<file path="src/pn_pkg.sv">
// Package for the path normaliser: sizes, character codes, segment kinds,
// controller states and output token kinds.
// No dependencies.
package pn_pkg;

  localparam int MAX_LEN     = 64;
  localparam int MAX_PARTS   = 32;
  localparam int STORE_DEPTH = 64;
  localparam int SEG_DEPTH   = 32;

  localparam int STORE_AW = $clog2(STORE_DEPTH);
  localparam int POS_W    = STORE_AW + 1;
  localparam int SEG_AW   = $clog2(SEG_DEPTH);
  localparam int KEPT_W   = SEG_AW + 1;
  localparam int CNT_W    = $clog2(MAX_LEN + 1);

  localparam logic [7:0] CH_SLASH  = 8'h2F;
  localparam logic [7:0] CH_DOT    = 8'h2E;
  localparam logic [7:0] CH_BSLASH = 8'h5C;

  typedef enum logic [1:0] {
    KIND_EMPTY,
    KIND_DOT,
    KIND_DOTDOT,
    KIND_OTHER
  } kind_t;

  typedef enum logic [1:0] {
    S_LOAD,
    S_POP,
    S_EMIT
  } state_t;

  typedef enum logic [1:0] {
    TOK_SLASH,
    TOK_DOT,
    TOK_MEM
  } tok_t;

endpackage

</file>
<file path="src/path_normalizer.sv">
// Path normaliser: one character a beat in, normalised path out as a run. Depends on pn_pkg.
// Throughput: one character a cycle while loading; busy while a ".." pops a
// segment (segment-start memory read); one result a cycle on output, with busy
// held while the run is being produced.
// Reset (rst, synchronous) clears control state; the stores are not cleared.
module path_normalizer (
  input  logic       clk,
  input  logic       rst,
  input  logic       start,
  input  logic [7:0] char_in,
  input  logic       has_char,
  input  logic       last_in,
  output logic       busy,
  output logic       result_valid,
  output logic [7:0] char_out,
  output logic       last_out,
  output logic       overflow
);
  import pn_pkg::*;

  logic [7:0]          char_store [STORE_DEPTH];
  logic [POS_W-1:0]    segment_starts [SEG_DEPTH];
  logic [7:0]          store_rdata;
  logic [POS_W-1:0]    seg_rdata;

  state_t              state, state_next;
  logic [KEPT_W-1:0]   kept_count, kept_count_next;
  logic [POS_W-1:0]    write_pos, write_pos_next;
  logic [POS_W-1:0]    segment_start, segment_start_next;
  kind_t               segment_kind, segment_kind_next;
  logic                absolute_flag, absolute_flag_next;
  logic                first_flag, first_flag_next;
  logic                overflow_flag, overflow_flag_next;
  logic [POS_W-1:0]    emit_pos, emit_pos_next;
  logic [CNT_W-1:0]    in_count, in_count_next;
  logic                pend_last, pend_last_next;

  logic                tok_valid, tok_valid_next;
  tok_t                tok_kind, tok_kind_next;
  logic                tok_last, tok_last_next;
  logic                tok_ovf, tok_ovf_next;

  logic                cs_we, cs_re;
  logic [STORE_AW-1:0] cs_waddr, cs_raddr;
  logic [7:0]          cs_wdata;
  logic                ss_we, ss_re;
  logic [SEG_AW-1:0]   ss_waddr, ss_raddr;

  logic                accept, do_close, last_close, pop_req, finish, clear;
  logic [7:0]          ch;
  logic [POS_W-1:0]    slot;
  logic                room;

  assign accept = start && !busy;
  assign ch     = (char_in == CH_BSLASH) ? CH_SLASH : char_in;
  assign room   = (kept_count < KEPT_W'(SEG_DEPTH)) && (int'(kept_count) < MAX_PARTS);

  // datapath: load, close, pop and emit
  always_comb begin
    kept_count_next    = kept_count;
    write_pos_next     = write_pos;
    segment_start_next = segment_start;
    segment_kind_next  = segment_kind;
    absolute_flag_next = absolute_flag;
    first_flag_next    = first_flag;
    overflow_flag_next = overflow_flag;
    emit_pos_next      = emit_pos;
    in_count_next      = in_count;
    pend_last_next     = pend_last;
    tok_valid_next     = 1'b0;
    tok_kind_next      = tok_kind;
    tok_last_next      = tok_last;
    tok_ovf_next       = tok_ovf;
    cs_we    = 1'b0;
    cs_waddr = '0;
    cs_wdata = '0;
    cs_re    = 1'b0;
    cs_raddr = '0;
    ss_we    = 1'b0;
    ss_waddr = '0;
    ss_re    = 1'b0;
    ss_raddr = '0;
    do_close   = 1'b0;
    last_close = 1'b0;
    pop_req    = 1'b0;
    finish     = 1'b0;
    clear      = 1'b0;
    slot       = write_pos;

    unique case (state)
      S_LOAD: begin
        if (accept) begin
          if (has_char) begin
            if (in_count < CNT_W'(MAX_LEN)) begin
              in_count_next = in_count + CNT_W'(1);
              if (first_flag && ch == CH_SLASH) begin
                first_flag_next    = 1'b0;
                absolute_flag_next = 1'b1;
              end else begin
                first_flag_next = 1'b0;
                if (ch == CH_SLASH) begin
                  do_close = 1'b1;
                end else begin
                  case (segment_kind)
                    KIND_EMPTY: begin
                      segment_start_next = write_pos;
                      // separator already sits at write_pos when segments are kept
                      if (kept_count != '0 && write_pos < POS_W'(STORE_DEPTH))
                        slot = write_pos + POS_W'(1);
                      segment_kind_next = (ch == CH_DOT) ? KIND_DOT : KIND_OTHER;
                    end
                    KIND_DOT: segment_kind_next = (ch == CH_DOT) ? KIND_DOTDOT : KIND_OTHER;
                    default:  segment_kind_next = KIND_OTHER;
                  endcase
                  write_pos_next = slot;
                  if (slot < POS_W'(STORE_DEPTH)) begin
                    cs_we          = 1'b1;
                    cs_waddr       = slot[STORE_AW-1:0];
                    cs_wdata       = ch;
                    write_pos_next = slot + POS_W'(1);
                  end
                end
              end
            end else begin
              overflow_flag_next = 1'b1;
            end
          end
          if (last_in) begin
            if (first_flag_next) clear = 1'b1;
            else last_close = 1'b1;
          end
          if (do_close || last_close) begin
            case (segment_kind_next)
              KIND_DOT: write_pos_next = segment_start_next;
              KIND_DOTDOT: begin
                write_pos_next = segment_start_next;
                if (kept_count != '0) begin
                  pop_req         = 1'b1;
                  pend_last_next  = last_in;
                  kept_count_next = kept_count - KEPT_W'(1);
                  ss_re           = 1'b1;
                  ss_raddr        = kept_count_next[SEG_AW-1:0];
                end
              end
              KIND_OTHER: begin
                if (room) begin
                  ss_we           = 1'b1;
                  ss_waddr        = kept_count[SEG_AW-1:0];
                  kept_count_next = kept_count + KEPT_W'(1);
                  if (!last_in && write_pos_next < POS_W'(STORE_DEPTH)) begin
                    cs_we    = 1'b1;
                    cs_waddr = write_pos_next[STORE_AW-1:0];
                    cs_wdata = CH_SLASH;
                  end
                end else begin
                  write_pos_next = segment_start_next;
                end
              end
              default: ;
            endcase
            segment_kind_next = KIND_EMPTY;
          end
        end
      end
      S_POP: begin
        write_pos_next = seg_rdata;
      end
      S_EMIT: begin
        tok_valid_next = 1'b1;
        tok_ovf_next   = overflow_flag;
        if (absolute_flag) begin
          absolute_flag_next = 1'b0;
          tok_kind_next      = TOK_SLASH;
          tok_last_next      = (write_pos == '0);
        end else if (write_pos == '0) begin
          tok_kind_next = TOK_DOT;
          tok_last_next = 1'b1;
        end else begin
          tok_kind_next = TOK_MEM;
          cs_re         = 1'b1;
          cs_raddr      = emit_pos[STORE_AW-1:0];
          emit_pos_next = emit_pos + POS_W'(1);
          tok_last_next = (emit_pos_next == write_pos);
        end
        finish = tok_last_next;
      end
      default: ;
    endcase

    if (clear || finish) begin
      kept_count_next    = '0;
      write_pos_next     = '0;
      segment_start_next = '0;
      segment_kind_next  = KIND_EMPTY;
      absolute_flag_next = 1'b0;
      first_flag_next    = 1'b1;
      overflow_flag_next = 1'b0;
      emit_pos_next      = '0;
      in_count_next      = '0;
      pend_last_next     = 1'b0;
    end
  end

  // next state
  always_comb begin
    state_next = state;
    unique case (state)
      S_LOAD: begin
        if (pop_req) state_next = S_POP;
        else if (last_close) state_next = S_EMIT;
      end
      S_POP:  state_next = pend_last ? S_EMIT : S_LOAD;
      S_EMIT: if (finish) state_next = S_LOAD;
      default: state_next = S_LOAD;
    endcase
  end

  // outputs
  always_comb begin
    busy         = (state != S_LOAD);
    result_valid = tok_valid;
    last_out     = tok_last;
    overflow     = tok_ovf;
    case (tok_kind)
      TOK_SLASH: char_out = CH_SLASH;
      TOK_DOT:   char_out = CH_DOT;
      default:   char_out = store_rdata;
    endcase
  end

  always_ff @(posedge clk) begin
    if (cs_we) char_store[cs_waddr] <= cs_wdata;
    if (cs_re) store_rdata <= char_store[cs_raddr];
  end

  always_ff @(posedge clk) begin
    if (ss_we) segment_starts[ss_waddr] <= segment_start_next;
    if (ss_re) seg_rdata <= segment_starts[ss_raddr];
  end

  always_ff @(posedge clk) begin
    if (rst) begin
      state         <= S_LOAD;
      kept_count    <= '0;
      write_pos     <= '0;
      segment_start <= '0;
      segment_kind  <= KIND_EMPTY;
      absolute_flag <= 1'b0;
      first_flag    <= 1'b1;
      overflow_flag <= 1'b0;
      emit_pos      <= '0;
      in_count      <= '0;
      pend_last     <= 1'b0;
      tok_valid     <= 1'b0;
    end else begin
      state         <= state_next;
      kept_count    <= kept_count_next;
      write_pos     <= write_pos_next;
      segment_start <= segment_start_next;
      segment_kind  <= segment_kind_next;
      absolute_flag <= absolute_flag_next;
      first_flag    <= first_flag_next;
      overflow_flag <= overflow_flag_next;
      emit_pos      <= emit_pos_next;
      in_count      <= in_count_next;
      pend_last     <= pend_last_next;
      tok_valid     <= tok_valid_next;
    end
  end

  always_ff @(posedge clk) begin
    tok_kind <= tok_kind_next;
    tok_last <= tok_last_next;
    tok_ovf  <= tok_ovf_next;
  end

endmodule
</file>
<file path="config.mk">
export PLATFORM = sky130hd
export DESIGN_NAME = path_normalizer
export DESIGN_NICKNAME = d
export VERILOG_FILES = /design/src/pn_pkg.sv /design/src/path_normalizer.sv
export SDC_FILE = /design/constraint.sdc
export NUM_CORES = 1
export LEC_CHECK = 0
export ABC_CLOCK_PERIOD_IN_PS = 5180
export BUFFER_PORTS_ARGS = -buffer_cell sky130_fd_sc_hd__buf_4
export CAP_MARGIN = 20
export CORE_ASPECT_RATIO = 1.2
export CORE_MARGIN = 4
export CORE_UTILIZATION = 25
export DETAILED_ROUTE_END_ITERATION = 8
export HOLD_SLACK_MARGIN = 0.05
export PLACE_DENSITY = 0.39
export SLEW_MARGIN = 20
export SYNTH_ARGS = -nofsm -noshare
export SYNTH_HDL_FRONTEND = slang
export SYNTH_SLANG_ARGS = --single-unit
</file>
<file path="constraint.sdc">
create_clock -name clk -period 5.18 [get_ports clk]
set_input_delay 0.518 -clock clk [delete_from_list [all_inputs] [get_ports clk]]
set_output_delay 0.518 -clock clk [all_outputs]
set_load 0.02 [all_outputs]
</file>
Word-level counts from Yosys, hierarchy flattened. Memory sizes are Yosys's and may differ from the RTL's. A register that Yosys moved wholly into a read port is not among the register bits. Index checks and enable logic that the tools add are counted.

Output and inout port bits: 12. Register bits: 47. Word-level logic and storage cells: 221. Memory bits (writable): 736. Input bits: 13. Memories kept: 2.

Add/subtract/negate cells: 6. Multiplexer cells: 141. Equality and inequality tests: 19. $lt $le $gt $ge: 6. Reduce and logical (&&, ||, !) cells: 29. Bitwise operators: 3.

Memories: char_store (depth 64, bits a word 8, rd ports 1, clocked after memory_dff 1, wr ports 1, RTL line path_normalizer.sv:21) `logic [7:0] char_store [STORE_DEPTH];`; segment_starts (depth 32, bits a word 7, rd ports 1, clocked after memory_dff 1, wr ports 1, RTL line path_normalizer.sv:22) `logic [POS_W-1:0] segment_starts [SEG_DEPTH];`.

Operator list (count): 7-bit 2-to-1 mux (26); 6-bit 2-to-1 mux (16); 8-bit 2-to-1 mux (12); 1-bit 2-to-1 mux (57); 5-bit 2-to-1 mux (10); 7-bit by 1-bit adder with 7-bit output, second input constant (4); 7-bit less-than comparator, second input constant (4); 7-bit case mux with 2 select lines (2); 2-bit 2-to-1 mux (13); 8-bit by 6-bit == test with 1-bit output, second input constant (2); 8-bit case mux with 2 select lines (1); 2-bit != test, second input constant (7); 6-bit less-than comparator, second input constant (2); 6-bit case mux with 2 select lines (1); 5-bit AND reduction (2); 2-bit by 1-bit == test with 1-bit output, second input constant (4); 8-bit by 7-bit == test with 1-bit output, second input constant (1); 4-bit AND reduction (2); 2-bit nonzero test (4); 7-bit == test (1); 7-bit zero test (1); 6-bit by 1-bit adder with 6-bit output, second input constant (1); 2-bit == test, second input constant (3); 2-bit zero test (3); other kinds (14) (25).

Logic depth before layout (Yosys ltp). Gate-level depths: netlist (run 1).

Depth in word-level cells: 28. Depth in mapped cells: 17. Gate-level depth less buffers: 16.

Least setup slack after synthesis (run 1). No wires, ideal clock.

Path kind: input-to-reg. Start: input port char_in[7]. End: memory char_store[0][0] (data pin). Stages: 11. Setup time: 548 ps. Buffers on the path: 0. Required time: 4632 ps. Data arrival time: 4156 ps. Slack: 476 ps. Path through: nand3b_1 > nor3_1 > nor2_1 > nand2b_1 > o31ai_1 > o21ai_0 > ha_1 > nand2b_1 > nor4_2 > nand3_1 > a21oi_1.

Longest elaborated chain between the ends: 17. Elaborated cells between the ends (all ways): 41. Classes of those cells: order compare: 1; eq/ne: 4; mux: 33; reduce/logical: 3.

RTL lines: start, declared (RTL line path_normalizer.sv:10) `input logic [7:0] char_in,`; 8-bit by 7-bit == test with 1-bit output (RTL line path_normalizer.sv:55) `assign ch = (char_in == CH_BSLASH) ? CH_SLASH : char_in;`; 8-bit 2-to-1 mux * (RTL line path_normalizer.sv:55); 8-bit by 6-bit == test with 1-bit output (RTL line path_normalizer.sv:96, path_normalizer.sv:101); 7-bit 2-to-1 mux or 1-bit logical AND (tied branches) (RTL line path_normalizer.sv:101, path_normalizer.sv:96); 7-bit 2-to-1 mux (RTL line path_normalizer.sv:96) `if (first_flag && ch == CH_SLASH) begin`; 7-bit 2-to-1 mux (RTL line path_normalizer.sv:94) `if (in_count < CNT_W'(MAX_LEN)) begin`; 7-bit 2-to-1 mux (RTL line path_normalizer.sv:93) `if (has_char) begin`; 7-bit 2-to-1 mux (RTL line path_normalizer.sv:92) `if (accept) begin`; (+2 left out); 1-bit logical AND (RTL line path_normalizer.sv:150) `if (!last_in && write_pos_next < POS_W'(STORE_DEPTH)) begin`; 8-bit 2-to-1 mux (RTL line path_normalizer.sv:150); 8-bit 2-to-1 mux (RTL line path_normalizer.sv:146) `if (room) begin`; 8-bit 2-to-1 mux (RTL line path_normalizer.sv:133) `case (segment_kind_next)`; 8-bit 2-to-1 mux * (RTL line path_normalizer.sv:132) `if (do_close || last_close) begin`; 8-bit 2-to-1 mux * (RTL line path_normalizer.sv:92); 8-bit 2-to-1 mux * (RTL line path_normalizer.sv:90) `unique case (state)`; net cs_wdata[0] (RTL line path_normalizer.sv:45) `logic [7:0] cs_wdata;`; end, declared (RTL line path_normalizer.sv:21).

The timed path passes the listed nets; every way through them passes the cells marked *. The select of a mux whose other input is x is not followed.

Worst setup path after layout (run 1).
Start: register kept_count[1]. End: memory char_store[33][0] (enable).

Longest elaborated chain between the ends: 28. Elaborated cells between the ends (all ways): 48. Classes of those cells: add/sub: 1; order compare: 4; mux: 39; reduce/logical: 4.

RTL lines: start, declared (RTL line path_normalizer.sv:27) `logic [KEPT_W-1:0] kept_count, kept_count_next;`; start signal, assigned (RTL line path_normalizer.sv:257) `kept_count <= kept_count_next;`; 6-bit nonzero test (RTL line path_normalizer.sv:108) `if (kept_count != '0 && write_pos < POS_W'(STORE_DEPTH))`; 1-bit logical AND (RTL line path_normalizer.sv:108); 7-bit 2-to-1 mux (RTL line path_normalizer.sv:108); 7-bit 2-to-1 mux (RTL line path_normalizer.sv:104) `case (segment_kind)`; 7-bit 2-to-1 mux (RTL line path_normalizer.sv:101) `if (ch == CH_SLASH) begin`; 7-bit 2-to-1 mux (RTL line path_normalizer.sv:96); 7-bit 2-to-1 mux (RTL line path_normalizer.sv:94); 7-bit 2-to-1 mux (RTL line path_normalizer.sv:93); (+12 left out); 1-bit 2-to-1 mux (RTL line path_normalizer.sv:150); 1-bit 2-to-1 mux (RTL line path_normalizer.sv:146); 1-bit 2-to-1 mux (RTL line path_normalizer.sv:133); 1-bit 2-to-1 mux (RTL line path_normalizer.sv:132); 1-bit 2-to-1 mux (RTL line path_normalizer.sv:92); 1-bit 2-to-1 mux (RTL line path_normalizer.sv:90); 1-bit 2-to-1 mux (RTL line path_normalizer.sv:232) `if (cs_we) char_store[cs_waddr] <= cs_wdata;`; 1-bit 2-to-1 mux (implied by the code) (RTL line path_normalizer.sv:232).

Several ways; a longest one is shown, not always the timed one. The select of a mux whose other input is x is not followed.

==> results of run 1 <==
Yosys cell counts, types with 10 or more instances:
cell        n  area, um2
edfxtp_1  755      22700
nand2_1   257        965
nor2_1    190        713
mux2i_1   147       1470
nand3_1   123        616
a21oi_1   118        591
clkbuf_1   81        304
o221ai_1   78        683
o21ai_0    67        335
nor3_1     60        300
o22ai_1    44        275
dfxtp_1    43        861
buf_2      39        195
mux2_2     21        236
xnor2_1    21        184
a211oi_1   20        150
buf_1      19       71.3
a31oi_1    18        113
nand2b_1   18        113
o211ai_1   17        128
inv_1      15       56.3
and2_1     14       87.6
and3_1     14       87.6
or3_1      14       87.6
xor2_1     12        105
a211o_1    11       96.3
ha_1       11        138
nor2b_1    11       68.8
nand4_1    10       62.6
how the worst max path moves through the flow:
stage                        startpoint                end  slack, ns  depth (start not counted)
after global routing      kept_count[1]  char_store[32][1]       0.42                         11
final                     kept_count[1]  char_store[33][0]       0.61                         11
after floorplan              char_in[7]   char_store[0][0]       0.48                         11
after detailed placement     char_in[7]  char_store[33][1]       0.38                         15
after CTS                 kept_count[1]  char_store[33][0]       0.65                         11
after global placement       char_in[7]       seg_rdata[4]       0.36                         15
cell families (layout without fill, tap and decap cells):
family | count (synthesis) | after routing
AND/OR/NAND/NOR | 765 | 765
flip-flops | 798 | 798
adder cells (fa/ha/maj) | 11 | 11
buffers and inverters | 160 | 345
other | 0 | 1
multiplexers | 178 | 178
XOR/XNOR | 34 | 34
AO/OA/AOI/OAI | 459 | 459
state kept, by name, summed over array words and instances (netlist names), 2 cells and up:
name and flops:
char_store 512, emit_pos 7, in_count 7, kept_count 6, seg_rdata 7, segment_kind 2, segment_start 7, segment_starts 224
state 2, store_rdata 8, tok_kind 2, write_pos 7
area by class of cell:
class,instances,share of cell area (%)
clock inverter,48,1.31
timing repair buffer,175,3.75
multi-input combinational,1447,23.5
clock buffer,106,5.72
antenna,1,0.00637
inverter,16,0.153
sequential,798,59.9
tap,1776,5.66
layout by cell type, fill, tap and decap left out, drive strengths merged, types with 19 or more instances in the layout:
cell type	synthesis	final
a211oi	21	21
a21oi	119	119
a31oi	19	19
buf	63	175
clkbuf	81	106
clkinv	0	39
dfxtp	43	43
edfxtp	755	755
mux2	22	22
mux2i	147	147
nand2	257	257
nand2b	19	19
nand3	125	125
nor2	193	193
nor3	62	62
o21ai	78	78
o221ai	78	78
o22ai	44	44
xnor2	21	21
metal layers:
metal / track usage, % / vias up / wire [um]
li1: - / 9544 / -
met1: 19.1 / 10700 / 45200
met2: 25.9 / 545 / 53100
met3: 2.24 / 123 / 4530
met4: 3.96 / 2 / 2400
met5: 0 / - / 13
where the power goes:
part / internal, mW / leakage (nW) / switching [mW]
Combinational: 0.173 / 3.66 / 0.415
Clock: 3.41 / 1.33 / 2.60
Sequential: 7.05 / 7.06 / 0.0301
Total: 10.6 / 12.0 / 3.05
per-stage QoR:
step,std cells,hold slack [ns]
after floorplan,2405,0.409
after global placement,4211,0.425
after detailed placement,4211,0.430
after CTS,4365,0.0572
after global routing,4366,0.0812
final,4367,0.0992
==> impl_metrics.toml, run 1 <==
[floorplan]
rows = 146
start_util_pct = 25.2
die_w_um = 341
die_h_um = 408
dieArea_um2 = 139000
core-area_um2 = 132000
io_pins = 25

[critical_path]
worstSetupPathType = "register to register"
worstPathBufferInverterCount = 1
critPathTopFamily = "simple AND/OR/NAND/NOR gates"
rrSetupSlack_ns = 0.61
crit_chain = "inv_1 > ha_2 > nand2b_1 > o211ai_1 > mux2_2 > ha_1 > o21ai_0 > a41o_1 > a31oi_1 > or3_1 > nor2_1"
path_max_fanout = 10
arrival_ns = 4.89
r2r_cells = 11
cp_slowest_stage_delay_ns = 0.72
cp_slowest_cell = "or3_1"
r2r-start = "kept_count[1]"
r2r_end = "char_store[33][0]"
start_kind = "register"
crit_required_ns = 5.50
endpoint_kind = "register"

[hold_path]
hp-start = "rst"
hp-class = "input pin to register"
holdPathStages = 2
hold_end = "state[1]"

[layout]
finish.instance_area_um2 = 39300
areaGrowthSynthToFinish_pct = 17.9
regArea_um2 = 23500
drive_above_1_share_pct = 14.6
nets = 2548
multi_input_area_um2 = 9230
final_core_util_pct = 29.7
nFillCells = 13300

[global_routing]
antenna_found_initial = 1
grt_max_degree = 81
overflow = 0
grt_pass1_wl_mm = 152
first_global_vias = 21400
grt_use_total_pct = 14.8

[timing]
timing.slew.headroom_pct = 31.4
tightest_slew_ns = 1.03
period_share_pct = 88.3
setup_viol = 0
fin_crit_ns = 4.57
tns_ns = 0
skew_ns = 0.0487
grt_setup_unrepaired = "false"
hold_violations = 0
slew_violations = 0
setup_ws_ns = 0.608
max_freq_ghz = 0.219

[route]
ant_nets = 0
vias = 21000
wl_per_cell_um = 24.1
drc = 0
drt_wl_total_mm = 105
drt-initial-drc-count = 1381
drt-pass1-iter-count = 7
routed_via_density = 4.80

[pwr]
powerDensity_nw_per_um2 = 348
leakagePower_nw = 12.0
ir_drop_mv = 0.242
finalPower_mw = 13.7

[synthesis]
synth_simple_gate_area_share_pct = 10.7
syn_avg_cell_area_um2 = 13.9
synthesis.nets = 2429
synthFlopType = "edfxtp_1"
synth_adder_area_share_pct = 0.413
synth_cell_types = 92
async_flop_share_pct = 0
synth.cell_area_um2 = 33300
ys_seq_area_share_pct = 70.6
synth_xor_area_share_pct = 0.950
synth_edf_count = 755
syn_inst = 2405
synthMuxAreaShare_pct = 5.78
synth-compound-area-share_pct = 9.48
synth_top_family_by_area = "simple AND/OR/NAND/NOR gates"
yosys_warnings = 0
synth-seq-cells = 798

[clock_tree]
root_buffer = "clkbuf_16"
htreeDepth = 3
cts.sinks = 798
clk_pin_slew_ns = 0.06
cts_tree = "yes"
numCtsBuffers = 86
cts_buffer_depth = 3
cts-resized-gates = 0
ctsHoldBuffers = 0
post-cts-setup-buffer-count = 0
clk-insertion-delay-late_ns = 0.70

[run_status]
status = "completed"

[placed_design]
post_dp_cell_area_um2 = 36500
io_buffers = 24
place_ws_ns = 0.377
post-dp-hpwl_mm = 69.7
gp_congestion = 0.838

[run]
cap_violations = 0
Power figures use the tool's default switching activity.
==> inputs of run 2 (changes only) <==
--- a/config.mk
+++ b/config.mk
@@ -9,4 +9,6 @@
 export BUFFER_PORTS_ARGS = -buffer_cell sky130_fd_sc_hd__buf_4
 export CAP_MARGIN = 20
+export CELL_PAD_IN_SITES_DETAIL_PLACEMENT = 1
+export CELL_PAD_IN_SITES_GLOBAL_PLACEMENT = 1
 export CORE_ASPECT_RATIO = 1.2
 export CORE_MARGIN = 4
@@ -14,5 +16,5 @@
 export DETAILED_ROUTE_END_ITERATION = 8
 export HOLD_SLACK_MARGIN = 0.05
-export PLACE_DENSITY = 0.39
+export PLACE_DENSITY = 0.44
 export SLEW_MARGIN = 20
 export SYNTH_ARGS = -nofsm -noshare
==> constraint.sdc (replaced) <==
create_clock -name clk -period 5.18 [get_ports clk]
set_input_delay 0.518 -clock clk [delete_from_list [all_inputs] [get_ports clk]]
set_output_delay 0.518 -clock clk [all_outputs]
set_load 0.05 [all_outputs]
==> impl_metrics.toml, run 2 (same netlist as run 1, synthesis figures left out) <==
[hold_path]
hp-class = "input pin to register"
hp-start = "has_char"
holdPathStages = 3
hold_end = "overflow_flag"

[critical_path]
r2r-start = "kept_count[1]"
worstPathBufferInverterCount = 3
r2r_cells = 13
start_kind = "register"
path_max_fanout = 10
cp_slowest_cell = "or3_1"
worstSetupPathType = "register to register"
rrSetupSlack_ns = 0.67
critPathTopFamily = "simple AND/OR/NAND/NOR gates"
r2r_end = "char_store[32][2]"
endpoint_kind = "register"
crit_required_ns = 5.47
arrival_ns = 4.80
crit_chain = "inv_1 > ha_1 > buf_4 > nand2b_1 > buf_4 > o211ai_1 > mux2_2 > ha_1 > o21ai_0 > a41o_1 > a31oi_1 > or3_1 > nor2_1"
cp_slowest_stage_delay_ns = 0.66

[route]
drt-pass1-iter-count = 4
ant_nets = 0
drt-initial-drc-count = 1275
drc = 0
drt_wl_total_mm = 112
vias = 21000
wl_per_cell_um = 25.6
routed_via_density = 4.81

[layout]
nFillCells = 14200
final_cell_mix = "edfxtp_1 (755), nand2_1 (257), nor2_1 (181), buf_4 (151), mux2i_1 (147)"
instances_no_fill = 4368
largest_register_ffs = 512
areaGrowthSynthToFinish_pct = 17.9
nets = 2541
largestRegisters = "char_store x512, segment_starts x224, store_rdata x8"
final_common_cell = "edfxtp_1"
drive_above_1_share_pct = 14.6
top_register = "char_store"

[clock_tree]
cts-resized-gates = 0
clk_pin_slew_ns = 0.07
root_buffer = "clkbuf_16"
cts_buffer_depth = 3
cts_tree = "yes"
htreeDepth = 3
clk-insertion-delay-late_ns = 0.68
cts.sinks = 798
numCtsBuffers = 89

[placed_design]
placed_cells = 4201
gp_congestion = 0.814
io_buffers = 24
post-dp-hpwl_mm = 74.0

[timing]
tightest_slew_ns = 1.04
setup_viol = 0
timing.slew.headroom_pct = 31.0
max_freq_ghz = 0.222
slew_violations = 0
whs_ns = 0.157
fin_crit_ns = 4.51
period_share_pct = 87.0
hold_violations = 0
tns_ns = 0
grt_setup_unrepaired = "false"
skew_ns = 0.0226

[global_routing]
grt_use_total_pct = 15.9
grtUsageMet2_pct = 28.5
antenna_found_initial = 1
grt_max_degree = 81
overflow = 0
first_global_vias = 22700
grt_pass1_wl_mm = 163
met3_usage_pct = 2.25
busiest_layer = "met2"
met1_usage_pct = 19.6

[floorplan]
die_h_um = 408
die_w_um = 341
core-area_um2 = 132000
dieArea_um2 = 139000
rows = 146
io_pins = 25
start_util_pct = 25.2

[run]
cap_violations = 0

[pwr]
leakagePower_nw = 12.0
powerDensity_nw_per_um2 = 353
ir_drop_mv = 0.204

[run_status]
status = "completed"
[run 2: worst max path at each step]
stage | to | slack (ns) | cells after the start | startpoint
final | char_store[32][2] | 0.67 | 13 | kept_count[1]
after global routing | char_store[26][5] | 0.35 | 12 | in_count[6]
after CTS | char_store[32][2] | 0.67 | 13 | kept_count[1]
after detailed placement | char_store[26][3] | 0.09 | 14 | char_in[1]
after global placement | char_store[30][1] | 0.25 | 14 | char_in[1]
after floorplan | char_store[0][0] | 0.48 | 11 | char_in[7]
[run 2: layout make-up]
| type | instances | area (um2) | area share [%] |
|---|---|---|---|
| Antenna cell | 2 | 5.00 | 0.0127 |
| Clock inverter | 56 | 467 | 1.19 |
| Clock buffer | 108 | 2350 | 5.99 |
| Inverter | 16 | 60.1 | 0.153 |
| Multi-Input combinational cell | 1447 | 9220 | 23.5 |
| Timing Repair Buffer | 165 | 1400 | 3.57 |
| Sequential cell | 798 | 23500 | 59.9 |
| Tap cell | 1776 | 2220 | 5.66 |
[run 2: tightest hold or removal path: cells and delay by family]
family / cells / cell delay, ns
compound gates: 1 / 0.08
buf+inv: 1 / 0.11
simple gates: 1 / 0.07
[run 2: where the power goes]
part	switching (mW)	total, mW	internal [mW]
logic	0.438	0.609	0.172
registers	0.0268	7.08	7.05
clock network	2.65	6.19	3.53
[run 2: per-stage QoR]
| stage | power (mW) | setup slack [ns] | util (%) | cell area (um2) |
|---|---|---|---|---|
| global route | 14.4 | 0.354 | 29.7 | 39300 |
| finish | 13.9 | 0.675 | 29.7 | 39300 |
| floorplan | 7.54 | 0.476 | - | 33300 |
| CTS | 14.1 | 0.669 | 29.7 | 39300 |
| global placement | 7.83 | 0.247 | 27.5 | 36400 |
| detailed placement | 7.83 | 0.0916 | 27.5 | 36400 |
[run 2: metal layers]
metal,part of all wire (%),vias to the layer above
met5,0.012,-
met4,2.9,2
met3,3.1,145
met2,52,324
met1,42,11000
li1,-,9534
[run 2: timing repair]
action / in CTS / in global routing
buffers inserted: 0 / 0
hold buffers: 1 / 0
endpoints found under the hold margin: 3 / 0
==> inputs of run 3 (changes only) <==
ABC_CLOCK_PERIOD_IN_PS = 5600   (was 5180)
clock period = 5.6 ns   (was 5.18 ns; I/O delays follow)
==> impl_metrics.toml, run 3 (same netlist as run 1, synthesis figures left out) <==
[critical_path]
worstSetupPathType = "register to register"
path_max_fanout = 10
crit_required_ns = 5.98
r2r-start = "kept_count[1]"
crit_chain = "inv_1 > ha_1 > nand2b_1 > o211ai_1 > mux2_2 > ha_1 > o21ai_0 > a41o_1 > o22ai_1 > nand3_1 > buf_4 > nor3_1 > buf_4"
rrSetupSlack_ns = 0.47
r2r_cells = 13
cp_slowest_cell = "nand3_1"
worstPathBufferInverterCount = 3
critPathTopFamily = "simple AND/OR/NAND/NOR gates"
arrival_ns = 5.51
endpoint_kind = "register"
r2r_end = "char_store[62][5]"
start_kind = "register"
cp_slowest_stage_delay_ns = 0.60

[layout]
final_common_cell = "edfxtp_1"
nets = 2509
largest_register_ffs = 512
insertedDiodeCount = 0
largestRegisters = "char_store x512, segment_starts x224, store_rdata x8"
nFillCells = 14100
areaGrowthSynthToFinish_pct = 17.2
regArea_um2 = 23500
top_register = "char_store"
multi_input_area_um2 = 9230
final_cell_mix = "edfxtp_1 (755), nand2_1 (257), nor2_1 (181), mux2i_1 (147), buf_4 (127)"
drive_above_1_share_pct = 13.6

[floorplan]
dieArea_um2 = 139000
die_h_um = 408
die_w_um = 341
start_util_pct = 25.2
rows = 146
core-area_um2 = 132000
io_pins = 25

[clock_tree]
cts_buffer_depth = 3
root_buffer = "clkbuf_16"
cts-resized-gates = 0
cts_tree = "yes"
clk-insertion-delay-late_ns = 0.70
numCtsBuffers = 87
cts.sinks = 798
htreeDepth = 3
clk_pin_slew_ns = 0.06

[timing]
max_freq_ghz = 0.195
tns_ns = 0
timing.slew.headroom_pct = 27.4
slew_violations = 0
skew_ns = 0.0402
whs_ns = 0.183
fin_crit_ns = 5.13
tightest_slew_ns = 1.08
hold_violations = 0
period_share_pct = 91.6
setup_viol = 0
grt_setup_unrepaired = "false"

[hold_path]
holdPathStages = 3
hp-class = "input pin to register"
hold_end = "overflow_flag"
hp-start = "has_char"

[global_routing]
antenna_found_initial = 3
grt_max_degree = 81
overflow = 0
grt_use_total_pct = 15.9
grt_pass1_wl_mm = 162
first_global_vias = 22400

[route]
drt_wl_total_mm = 112
vias = 20900
drt-pass1-iter-count = 5
ant_nets = 0
drt-initial-drc-count = 1505
routed_via_density = 4.82
wl_per_cell_um = 25.8
drc = 0

[pwr]
leakagePower_nw = 11.9
powerDensity_nw_per_um2 = 333
ir_drop_mv = 0.223

[run]
cap_violations = 0

[run_status]
status = "completed"

[placed_design]
post-dp-hpwl_mm = 74.9
gp_congestion = 0.829
io_buffers = 24
[run 3: cell types whose count changed in the layout (fill, tap and decap cells not counted), moves of 4 or more]
cell / previous run / this run
buf_4: 151 / 127
buf_12: 13 / 7
bufinv_16: 6 / 11
clkbuf_16: 91 / 87
inv_16: 0 / 4
[run 3: area by class of cell]
type                            instances  area share (%)
Tap cell                             1776            5.69
Clock buffer                          102            5.75
Clock inverter                         58            1.65
Multi-Input combinational cell       1447            23.6
Inverter                               16           0.154
Sequential cell                       798            60.3
Timing Repair Buffer                  135            2.83
[run 3: worst max path at each step]
stage | startpoint | end | depth (start not counted)
3_5_place_dp | char_in[7] | char_store[62][5] | 18
2_1_floorplan | char_in[7] | char_store[0][0] | 11
5_1_grt | kept_count[1] | char_store[62][2] | 13
4_1_cts | kept_count[1] | char_store[62][5] | 13
6_report | kept_count[1] | char_store[62][5] | 13
3_3_place_gp | char_in[7] | char_store[62][1] | 18
[run 3: worst min-delay path: stages]
cell and delay (ns):
buf_4 0.12, a31oi_1 0.08, nor2_1 0.07
[run 3: through the flow]
step / area [um2] / power (mW) / instances / worst slack [ns] / utilization, %
floorplan: 33300 / 6.98 / 2405 / 0.854 / -
global placement: 36100 / 7.24 / 4171 / 0.368 / 27.3
detailed placement: 36100 / 7.24 / 4171 / 0.372 / 27.3
CTS: 39000 / 13.2 / 4332 / 0.371 / 29.5
global route: 39000 / 13.5 / 4332 / 0.154 / 29.5
finish: 39000 / 13.0 / 4332 / 0.470 / 29.5
[run 3: per-layer routing]
metal  vias to the layer above  wire [um]  track usage (%)
li1                       9453          -                -
met1                     10800      47500             20.1
met2                       439      57000             28.0
met3                       156       4080             2.18
met4                         0       3180             5.00
met5                         -          0                0
[run 3: where the power goes]
part | leakage [nW] | internal, mW | switching [mW]
Sequential | 7.06 | 6.52 | 0.0333
Combinational | 3.43 | 0.154 | 0.399
Clock | 1.40 | 3.40 | 2.49
Total | 11.9 | 10.1 | 2.92
[run 3: repair_timing]
action	4_1_cts	5_1_grt
buffers inserted	0	0
hold buffers	1	0
hold endpoints to repair	3	0
setup endpoints to repair	0	0
